**config.mk**
```make
export PLATFORM = sky130hd
export DESIGN_NAME = sha256_byte_stream_hasher_core_flat
export DESIGN_NICKNAME = d
export VERILOG_FILES = /design/src/rtl/sha_pkg.sv /design/src/rtl/sha_if.sv /design/src/rtl/sha256_byte_stream_hasher_core.sv /design/src/rtl/sha_datapath.sv /design/src/rtl/sha_control.sv /design/src/flat_wrapper.sv
export SDC_FILE = /design/constraint.sdc
export NUM_CORES = 2
export LEC_CHECK = 0
export BUFFER_PORTS_ARGS = -buffer_cell sky130_fd_sc_hd__buf_4
export CAP_MARGIN = 0
export CORE_ASPECT_RATIO = 1.5
export CORE_MARGIN = 3
export CORE_UTILIZATION = 65
export DETAILED_ROUTE_END_ITERATION = 8
export PLACE_DENSITY = 0.81
export SYNTH_ARGS = -nofsm -noshare
export SYNTH_HDL_FRONTEND = slang
export SYNTH_SLANG_ARGS = --single-unit
```
**constraint.sdc**
```tcl
create_clock -name clock -period 21.9 [get_ports clock]
set_clock_uncertainty 0.1 [all_clocks]
set_input_delay 2.19 -clock clock [delete_from_list [all_inputs] [get_ports clock]]
set_output_delay 2.19 -clock clock [all_outputs]
set_load 0.005 [all_outputs]
```
**src/rtl/sha_pkg.sv**
```systemverilog
// shared types, constants and round functions for the sha-256 hasher
`timescale 1ns / 1ps
`default_nettype none
package sha_pkg;

   localparam int DigestWords = 8;
   localparam int BlockBytes  = 64;
   localparam int CountBits   = 61;
   localparam int RoundCount  = 64;

   typedef enum logic {
      OP_ABSORB = 1'b0,
      OP_FINISH = 1'b1
   } op_type;

   typedef enum logic [2:0] {
      ST_IDLE,
      ST_PAD,
      ST_LOAD,
      ST_ROUND,
      ST_UPDATE,
      ST_EMIT
   } state_type;

   typedef struct packed {
      logic       write_byte;
      logic [7:0] byte_value;
      logic       count_inc;
      logic       count_clear;
      logic       load_work;
      logic       round_step;
      logic       update_hash;
      logic       reload_iv;
   } cmd_type;

   typedef struct packed {
      logic [5:0] round;
   } stat_type;

   typedef struct packed {
      logic       operation;
      logic [7:0] data_byte;
   } req_type;

   typedef struct packed {
      logic [31:0] digest_word;
      logic [2:0]  word_index;
      logic        last_word;
   } rsp_type;

   localparam logic [31:0] InitHash [DigestWords] = '{
      32'h6a09e667, 32'hbb67ae85, 32'h3c6ef372, 32'ha54ff53a,
      32'h510e527f, 32'h9b05688c, 32'h1f83d9ab, 32'h5be0cd19};

   localparam logic [31:0] RoundK [RoundCount] = '{
      32'h428a2f98, 32'h71374491, 32'hb5c0fbcf, 32'he9b5dba5, 32'h3956c25b, 32'h59f111f1,
      32'h923f82a4, 32'hab1c5ed0, 32'hd807aa98, 32'h12835b01, 32'h243185be, 32'h550c7dc3,
      32'h72be5d74, 32'h80deb1fe, 32'h9bdc06a7, 32'hc19bf174, 32'he49b69c1, 32'hefbe4786,
      32'h0fc19dc6, 32'h240ca1cc, 32'h2de92c6f, 32'h4a7484aa, 32'h5cb0a9dc, 32'h76f988da,
      32'h983e5152, 32'ha831c66b, 32'hb00327c8, 32'hbf597fc7, 32'hc6e00bf3, 32'hd5a79147,
      32'h06ca6351, 32'h14292967, 32'h27b70a85, 32'h2e1b2138, 32'h4d2c6dfc, 32'h53380d13,
      32'h650a7354, 32'h766a0abb, 32'h81c2c92e, 32'h92722c85, 32'ha2bfe8a1, 32'ha81a664b,
      32'hc24b8b70, 32'hc76c51a3, 32'hd192e819, 32'hd6990624, 32'hf40e3580, 32'h106aa070,
      32'h19a4c116, 32'h1e376c08, 32'h2748774c, 32'h34b0bcb5, 32'h391c0cb3, 32'h4ed8aa4a,
      32'h5b9cca4f, 32'h682e6ff3, 32'h748f82ee, 32'h78a5636f, 32'h84c87814, 32'h8cc70208,
      32'h90befffa, 32'ha4506ceb, 32'hbef9a3f7, 32'hc67178f2};

   function automatic logic [31:0] ror(input logic [31:0] v, input int s);
      ror = (v >> s) | (v << (32 - s));
   endfunction

   function automatic logic [31:0] small0(input logic [31:0] v);
      small0 = ror(v, 7) ^ ror(v, 18) ^ (v >> 3);
   endfunction

   function automatic logic [31:0] small1(input logic [31:0] v);
      small1 = ror(v, 17) ^ ror(v, 19) ^ (v >> 10);
   endfunction

   function automatic logic [31:0] big0(input logic [31:0] v);
      big0 = ror(v, 2) ^ ror(v, 13) ^ ror(v, 22);
   endfunction

   function automatic logic [31:0] big1(input logic [31:0] v);
      big1 = ror(v, 6) ^ ror(v, 11) ^ ror(v, 25);
   endfunction

endpackage
`default_nettype wire

```
**src/rtl/sha_if.sv**
```systemverilog
// valid/ready channel interface
`timescale 1ns / 1ps
`default_nettype none
interface sha_req_if;
   import sha_pkg::*;
   logic    valid;
   logic    ready;
   req_type payload;
   modport source (output valid, output payload, input ready);
   modport sink (input valid, input payload, output ready);
endinterface

interface sha_rsp_if;
   import sha_pkg::*;
   logic    valid;
   logic    ready;
   rsp_type payload;
   modport source (output valid, output payload, input ready);
   modport sink (input valid, input payload, output ready);
endinterface
`default_nettype wire

```
**src/rtl/sha256_byte_stream_hasher_core.sv**
```systemverilog
// sha-256 hasher over a byte stream, top level
// usage:
//   req channel carries one word per byte: operation 0 absorbs data_byte,
//   operation 1 ends the message and pads it.
//   rsp channel returns eight 32-bit digest words after each finish, most
//   significant first, with word_index on each and last_word on the eighth.
// sequence:
//   a byte is absorbed when accepted in idle; the 64th byte of a block is
//   followed by the working register load, 64 rounds (one per cycle in a
//   single round unit) and the chaining update, with req ready held low.
//   finish takes the padding sweep plus one or two compressions, then
//   8 output words.
// reset:
//   synchronous; loads the initial hash value and clears the byte count.
// stall:
//   while rsp ready is low the current digest word holds and req ready
//   stays low until all eight words are taken.
`timescale 1ns / 1ps
`default_nettype none
module sha256_byte_stream_hasher_core (
   input  wire logic clock,
   input  wire logic reset,
   sha_req_if.sink   req,
   sha_rsp_if.source rsp
);
   import sha_pkg::*;

   cmd_type     cmd;
   logic [2:0]  out_sel;
   logic [5:0]  count_pos;
   logic [63:0] msg_bits;
   logic [31:0] hash_word;

   sha_control u_control (
      .clock, .reset, .req, .rsp, .count_pos, .msg_bits, .hash_word, .cmd, .out_sel);

   sha_datapath u_datapath (
      .clock, .reset, .cmd, .out_sel, .count_pos, .msg_bits, .hash_word);

endmodule
`default_nettype wire

```
**src/rtl/sha_datapath.sv**
```systemverilog
// block shift register, byte counter, message schedule, round logic and chaining value
`timescale 1ns / 1ps
`default_nettype none
module sha_datapath (
   input  wire logic              clock,
   input  wire logic              reset,
   input  wire sha_pkg::cmd_type  cmd,
   input  wire logic [2:0]        out_sel,
   output logic [5:0]             count_pos,
   output logic [63:0]            msg_bits,
   output logic [31:0]            hash_word
);
   import sha_pkg::*;

   logic [CountBits-1:0] count_ff, count_in;
   logic [31:0]          hash_ff [DigestWords];
   logic [31:0]          work_ff [DigestWords];
   logic [31:0]          sched_ff [16];
   logic [31:0]          sched_new, tmp1, tmp2;
   logic [5:0]           round_ff;
   logic [31:0]          k_word;

   assign count_pos = count_ff[5:0];
   assign msg_bits  = {count_ff, 3'b000};
   assign hash_word = hash_ff[out_sel];

   always_comb begin
      count_in = count_ff;
      if (cmd.count_clear) begin
         count_in = '0;
      end else if (cmd.count_inc) begin
         count_in = count_ff + 1'b1;
      end
   end

   always_ff @(posedge clock) begin
      if (reset) begin
         count_ff <= '0;
      end else begin
         count_ff <= count_in;
      end
   end

   assign k_word    = RoundK[round_ff];
   assign sched_new = small1(sched_ff[14]) + sched_ff[9] + small0(sched_ff[1]) + sched_ff[0];
   assign tmp1 = work_ff[7] + big1(work_ff[4])
               + ((work_ff[4] & work_ff[5]) ^ (~work_ff[4] & work_ff[6]))
               + sched_ff[0];
   assign tmp2 = big0(work_ff[0])
               + ((work_ff[0] & work_ff[1]) ^ (work_ff[0] & work_ff[2])
                  ^ (work_ff[1] & work_ff[2]));

   // message bytes shift in at the tail, the schedule shifts out by words
   always_ff @(posedge clock) begin
      if (cmd.load_work) begin
         round_ff <= '0;
         for (int i = 0; i < DigestWords; i++) begin
            work_ff[i] <= hash_ff[i];
         end
      end else if (cmd.round_step) begin
         round_ff   <= round_ff + 1'b1;
         work_ff[0] <= tmp1 + k_word + tmp2;
         work_ff[1] <= work_ff[0];
         work_ff[2] <= work_ff[1];
         work_ff[3] <= work_ff[2];
         work_ff[4] <= work_ff[3] + tmp1 + k_word;
         work_ff[5] <= work_ff[4];
         work_ff[6] <= work_ff[5];
         work_ff[7] <= work_ff[6];
         for (int i = 0; i < 15; i++) begin
            sched_ff[i] <= sched_ff[i+1];
         end
         sched_ff[15] <= sched_new;
      end else if (cmd.write_byte) begin
         for (int i = 0; i < 15; i++) begin
            sched_ff[i] <= {sched_ff[i][23:0], sched_ff[i+1][31:24]};
         end
         sched_ff[15] <= {sched_ff[15][23:0], cmd.byte_value};
      end
   end

   always_ff @(posedge clock) begin
      if (reset || cmd.reload_iv) begin
         for (int i = 0; i < DigestWords; i++) begin
            hash_ff[i] <= InitHash[i];
         end
      end else if (cmd.update_hash) begin
         for (int i = 0; i < DigestWords; i++) begin
            hash_ff[i] <= hash_ff[i] + work_ff[i];
         end
      end
   end

endmodule
`default_nettype wire

```
**src/rtl/sha_control.sv**
```systemverilog
// sequencer for absorb, padding, rounds and digest output
`timescale 1ns / 1ps
`default_nettype none
module sha_control (
   input  wire logic              clock,
   input  wire logic              reset,
   sha_req_if.sink                req,
   sha_rsp_if.source              rsp,
   input  wire logic [5:0]        count_pos,
   input  wire logic [63:0]       msg_bits,
   input  wire logic [31:0]       hash_word,
   output sha_pkg::cmd_type       cmd,
   output logic [2:0]             out_sel
);
   import sha_pkg::*;

   state_type  state_ff, state_in;
   logic [5:0] addr_ff, addr_in;
   logic [5:0] round_ff, round_in;
   logic [2:0] word_ff, word_in;
   logic       finish_ff, finish_in;
   logic       second_ff, second_in;
   logic       accept;

   assign accept  = req.valid && req.ready;
   assign out_sel = word_ff;

   always_ff @(posedge clock) begin
      if (reset) begin
         state_ff  <= ST_IDLE;
         addr_ff   <= '0;
         round_ff  <= '0;
         word_ff   <= '0;
         finish_ff <= 1'b0;
         second_ff <= 1'b0;
      end else begin
         state_ff  <= state_in;
         addr_ff   <= addr_in;
         round_ff  <= round_in;
         word_ff   <= word_in;
         finish_ff <= finish_in;
         second_ff <= second_in;
      end
   end

   always_comb begin
      state_in   = state_ff;
      addr_in    = addr_ff;
      round_in   = round_ff;
      word_in    = word_ff;
      finish_in  = finish_ff;
      second_in  = second_ff;
      cmd        = '0;
      req.ready  = 1'b0;
      rsp.valid  = 1'b0;
      rsp.payload.digest_word = hash_word;
      rsp.payload.word_index  = word_ff;
      rsp.payload.last_word   = (word_ff == 3'(DigestWords - 1));
      unique case (state_ff)
         ST_IDLE: begin
            req.ready = 1'b1;
            if (accept) begin
               cmd.write_byte = 1'b1;
               if (req.payload.operation == OP_ABSORB) begin
                  cmd.byte_value = req.payload.data_byte;
                  cmd.count_inc  = 1'b1;
                  finish_in      = 1'b0;
                  if (count_pos == 6'(BlockBytes - 1)) begin
                     state_in = ST_LOAD;
                  end
               end else begin
                  cmd.byte_value = 8'h80;
                  finish_in      = 1'b1;
                  second_in      = (count_pos >= 6'd56);
                  addr_in        = count_pos + 1'b1;
                  state_in       = (count_pos == 6'(BlockBytes - 1)) ? ST_LOAD : ST_PAD;
               end
            end
         end
         ST_PAD: begin
            cmd.write_byte = 1'b1;
            cmd.byte_value = 8'h00;
            if (!second_ff && addr_ff >= 6'd56) begin
               cmd.byte_value = msg_bits[{~addr_ff[2:0], 3'b000} +: 8];
            end
            addr_in = addr_ff + 1'b1;
            if (addr_ff == 6'(BlockBytes - 1)) begin
               state_in = ST_LOAD;
            end
         end
         ST_LOAD: begin
            cmd.load_work = 1'b1;
            round_in      = '0;
            state_in      = ST_ROUND;
         end
         ST_ROUND: begin
            cmd.round_step = 1'b1;
            round_in       = round_ff + 1'b1;
            if (round_ff == 6'(RoundCount - 1)) begin
               state_in = ST_UPDATE;
            end
         end
         ST_UPDATE: begin
            cmd.update_hash = 1'b1;
            word_in         = '0;
            if (!finish_ff) begin
               state_in = ST_IDLE;
            end else if (second_ff) begin
               second_in = 1'b0;
               addr_in   = '0;
               state_in  = ST_PAD;
            end else begin
               state_in = ST_EMIT;
            end
         end
         ST_EMIT: begin
            rsp.valid = 1'b1;
            if (rsp.ready) begin
               word_in = word_ff + 1'b1;
               if (word_ff == 3'(DigestWords - 1)) begin
                  cmd.reload_iv   = 1'b1;
                  cmd.count_clear = 1'b1;
                  finish_in       = 1'b0;
                  state_in        = ST_IDLE;
               end
            end
         end
         default: state_in = ST_IDLE;
      endcase
   end

   a_ready_idle: assert property (@(posedge clock) disable iff (reset)
      req.ready |-> state_ff == ST_IDLE) else $error("ready outside idle");
   a_emit_after_finish: assert property (@(posedge clock) disable iff (reset)
      rsp.valid |-> finish_ff) else $error("digest without finish");
   a_last_leaves: assert property (@(posedge clock) disable iff (reset)
      rsp.valid && rsp.ready && rsp.payload.last_word |=> state_ff == ST_IDLE)
      else $error("emit did not end");

endmodule
`default_nettype wire

```
**src/flat_wrapper.sv**
```systemverilog
// flat-port wrapper written by rule: the top's interface ports become plain ports
module sha256_byte_stream_hasher_core_flat import sha_pkg::*;
  (clock, reset, req_valid, req_payload, req_ready, rsp_valid, rsp_payload, rsp_ready);
  sha_req_if req_i ();
  sha_rsp_if rsp_i ();
  input  wire logic clock;
  input  wire logic reset;
  input wire logic [$bits(req_i.valid)-1:0] req_valid;
  input wire logic [$bits(req_i.payload)-1:0] req_payload;
  output wire logic [$bits(req_i.ready)-1:0] req_ready;
  output wire logic [$bits(rsp_i.valid)-1:0] rsp_valid;
  output wire logic [$bits(rsp_i.payload)-1:0] rsp_payload;
  input wire logic [$bits(rsp_i.ready)-1:0] rsp_ready;
  assign req_i.valid = req_valid;
  assign req_i.payload = req_payload;
  assign req_ready = req_i.ready;
  assign rsp_valid = rsp_i.valid;
  assign rsp_payload = rsp_i.payload;
  assign rsp_i.ready = rsp_ready;
  sha256_byte_stream_hasher_core u_core (.clock(clock), .reset(reset), .req(req_i), .rsp(rsp_i));
endmodule
```
==> impl_metrics.toml <==
[die]
fp.coreArea_um2 = 115000
num_rows = 152
fp.dieArea_um2 = 121000
io_pins = 51
die_y_um = 424
start_util_pct = 65.9
fp.dieW_um = 285

[timing]
clock.fmax_mhz = 115
hold_viol = 0
fin_hold_ws_ns = 0.396
max_slew_margin_pct = 13.9
final-setup-viol-count = 0
post-route-period-util_pct = 39.7
worst_slew_pin_slew_ns = 1.29
fin_tns_setup_ns = 0
period_minus_slack_ns = 8.69
slew_violations = 0
rsz0062_at_grt = "false"

[cts]
cts_max_level = 3
cts_sinks = 1114
ctsHoldBuffers = 0
post_cts_buffers = 0
cts_made_buffers = 109
cts_tree = "yes"
cts-root-buf = "clkbuf_16"
clkLatencyLatePin_ns = 0.77
clock_path_buffers = 3
clk_pin_slew_ns = 0.07
cts.repair.resized = 0

[yosys]
yosysUniqueCellTypes = 115
synthesis.area_um2 = 75800
syn_avg_cell_area_um2 = 9.64
synth_edf_count = 1024
seq_area_frac_synth_pct = 42.9
synthFlopType = "edfxtp_1"
synthCells = 7863
synth_area_leaders = "edfxtp_1 (41%), nand2_1 (11%), ha_1 (6.5%), fa_1 (6.0%), xnor2_1 (4.7%)"
yosysTopAreaCell = "edfxtp_1"
syn-num-nets = 8497
async_flop_share_pct = 0
synth_warnings = 0
synth_top_area_share_pct = 40.5
ys_ff_latch = 1114

[job]
drv_cap = 0

[routing]
drt_iter0_drc = 6060
drc = 0
ant_nets = 0
wl_per_cell_um = 25.3
routed_wirelength_um = 235000
vias = 59900
viasPerCell = 6.43
firstDrtPassIters = 6

[layout]
area_growth_pct = 6.48
drive_gt1_share_pct = 7.36
fillCellCount = 8510
multi_input_area_um2 = 40800
fin_nets = 8306
register_area_um2 = 32600

[grt]
overflow = 0
grt_max_degree = 214
first_global_vias = 59400
grt_pass1_wl_um = 354000
antenna_found_initial = 8
grt_util_all_layers_pct = 38.6

[setup_path]
crit_type = "flip-flop to flip-flop"
endpoint_kind = "flip-flop"
crit_arrival_ns = 9.05
cpPeakStageDelay_ns = 0.59
crit_buf_inv = 3
critPathRequiredTime_ns = 22.25
worst-path-max-fanout = 6
cpMostUsedCell = "fa_1"
critPathLaunchType = "flip-flop"
cp_top_family = "compound AO/OA/AOI/OAI gates"
r2r_slack_ns = 13.21
cp_slowest_cell = "edfxtp_1"

[placed_design]
io_buffer_count = 50
hpwl_um = 174000
place.gp.congestion = 1.06

[worst_hold_path]
hp-class = "flip-flop to flip-flop"

[outcome]
status = "finished, final reports clean"
[kinds of logic (layout without fill, tap and decap cells)]
family          count (synthesis)  in the layout  share of synthesized area, %
simple gates                 3177           3177                          17.5
compound gates               1409           1409                          11.8
flops                        1114           1114                          42.9
buf+inv                       688            588                          3.44
fa+ha+maj                     648            648                          12.8
xor+xnor                      600            600                          6.93
mux                           227            227                          4.55
other cells                     0              3                             0
[layer usage]
| layer | GRT usage, % | vias to the layer above | wire length [um] |
|---|---|---|---|
| li1 | - | 26900 | - |
| met1 | 43.1 | 29000 | 79100 |
| met2 | 65.1 | 3021 | 114000 |
| met3 | 6.05 | 900 | 17900 |
| met4 | 32.4 | 2 | 24100 |
| met5 | 0 | - | 12 |
[area by class of cell]
class / instances / share of cell area (%)
Multi-Input combinational cell: 6061 / 50.5
Sequential cell: 1114 / 40.3
Clock buffer: 138 / 3.67
Tap cell: 1540 / 2.39
Antenna cell: 3 / 0.00930
Clock inverter: 64 / 0.696
Timing Repair Buffer: 114 / 1.11
Inverter: 272 / 1.27
[flip-flops by register name, indices dropped and copies added (netlist names), named ones only]
register / count
u_core.u_control.second_ff: 1
u_core.u_datapath.sched_ff: 512
u_core.u_control.state_ff: 3
u_core.u_datapath.work_ff: 256
u_core.u_control.finish_ff: 1
u_core.u_datapath.hash_ff: 256
u_core.u_control.out_sel: 3
u_core.u_control.addr_ff: 6
u_core.u_control.round_ff: 6
u_core.u_datapath.count_ff: 61
u_core.u_datapath.round_ff: 6
[stage by stage]
step,util [%],instances,instance area (um2),setup WS (ns)
6_report,70.2,9306,80700,13.21
4_1_cts,70.2,9303,80700,13.36
5_1_grt,70.2,9303,80700,12.92
2_1_floorplan,-,7863,75800,2.03
3_3_place_gp,67.1,9101,77200,13.58
3_5_place_dp,67.1,9101,77200,13.43
[synthesized netlist by cell type (all sizes together), types with 24 or more instances]
master	n
o21ai	391
nand4	35
inv	269
o31ai	36
a31oi	47
maj3	27
nor2b	67
nand3	107
ha	395
o21a	63
and3	44
a211oi	50
edfxtp	1024
mux4	82
nand2b	65
or3	33
xor2	189
dfxtp	90
a21oi	371
o21bai	41
fa	226
nor2	388
clkbuf	377
xnor2	411
buf	39
a21o	181
nor3	76
mux2	121
nand2	2258
mux2i	24
o211ai	31
[path summary, 6_finish.rpt]
check        cells after the start                                           to                                         from
min reg2reg                      2  u_core.u_datapath.count_ff[60]$_SDFFE_PP0P_  u_core.u_datapath.count_ff[60]$_SDFFE_PP0P_
max                             32   u_core.u_datapath.work_ff[0][28]$_DFFE_PP_  u_core.u_datapath.work_ff[0][154]$_DFFE_PP_
min                              2  u_core.u_datapath.count_ff[60]$_SDFFE_PP0P_  u_core.u_datapath.count_ff[60]$_SDFFE_PP0P_
max reg2reg                     32   u_core.u_datapath.work_ff[0][28]$_DFFE_PP_  u_core.u_datapath.work_ff[0][154]$_DFFE_PP_
[cells in the final DEF (no fill, tap or decap), types with 24 or more instances in the layout]
cell       count
maj3_1        27
nand2_1     2253
or3_1         33
o21ai_0      356
xnor2_1      411
nand2b_1      64
clkbuf_16    114
clkinv_2      30
nand3_1      106
a21o_1       181
mux2i_1       24
edfxtp_1    1024
o21a_1        62
buf_4        111
o21ai_1       33
xor2_1       189
o21bai_1      41
nand4_1       34
nor3_1        74
mux4_2        82
mux2_2       121
a211oi_1      49
ha_1         395
nor2_1       382
a21oi_1      370
inv_1        267
nor2b_1       66
fa_1         226
a31oi_1       43
o31ai_1       35
and3_1        43
o211ai_1      31
dfxtp_1       84
[tightest hold or removal path, stage by stage (launching register included)]
cell and delay [ns]:
dfxtp_1 0.31, o21ai_0 0.08, a21oi_1 0.06
Power is not shown: default switching activity piles up to over one toggle a cycle in this logic, so the estimate is an artifact.
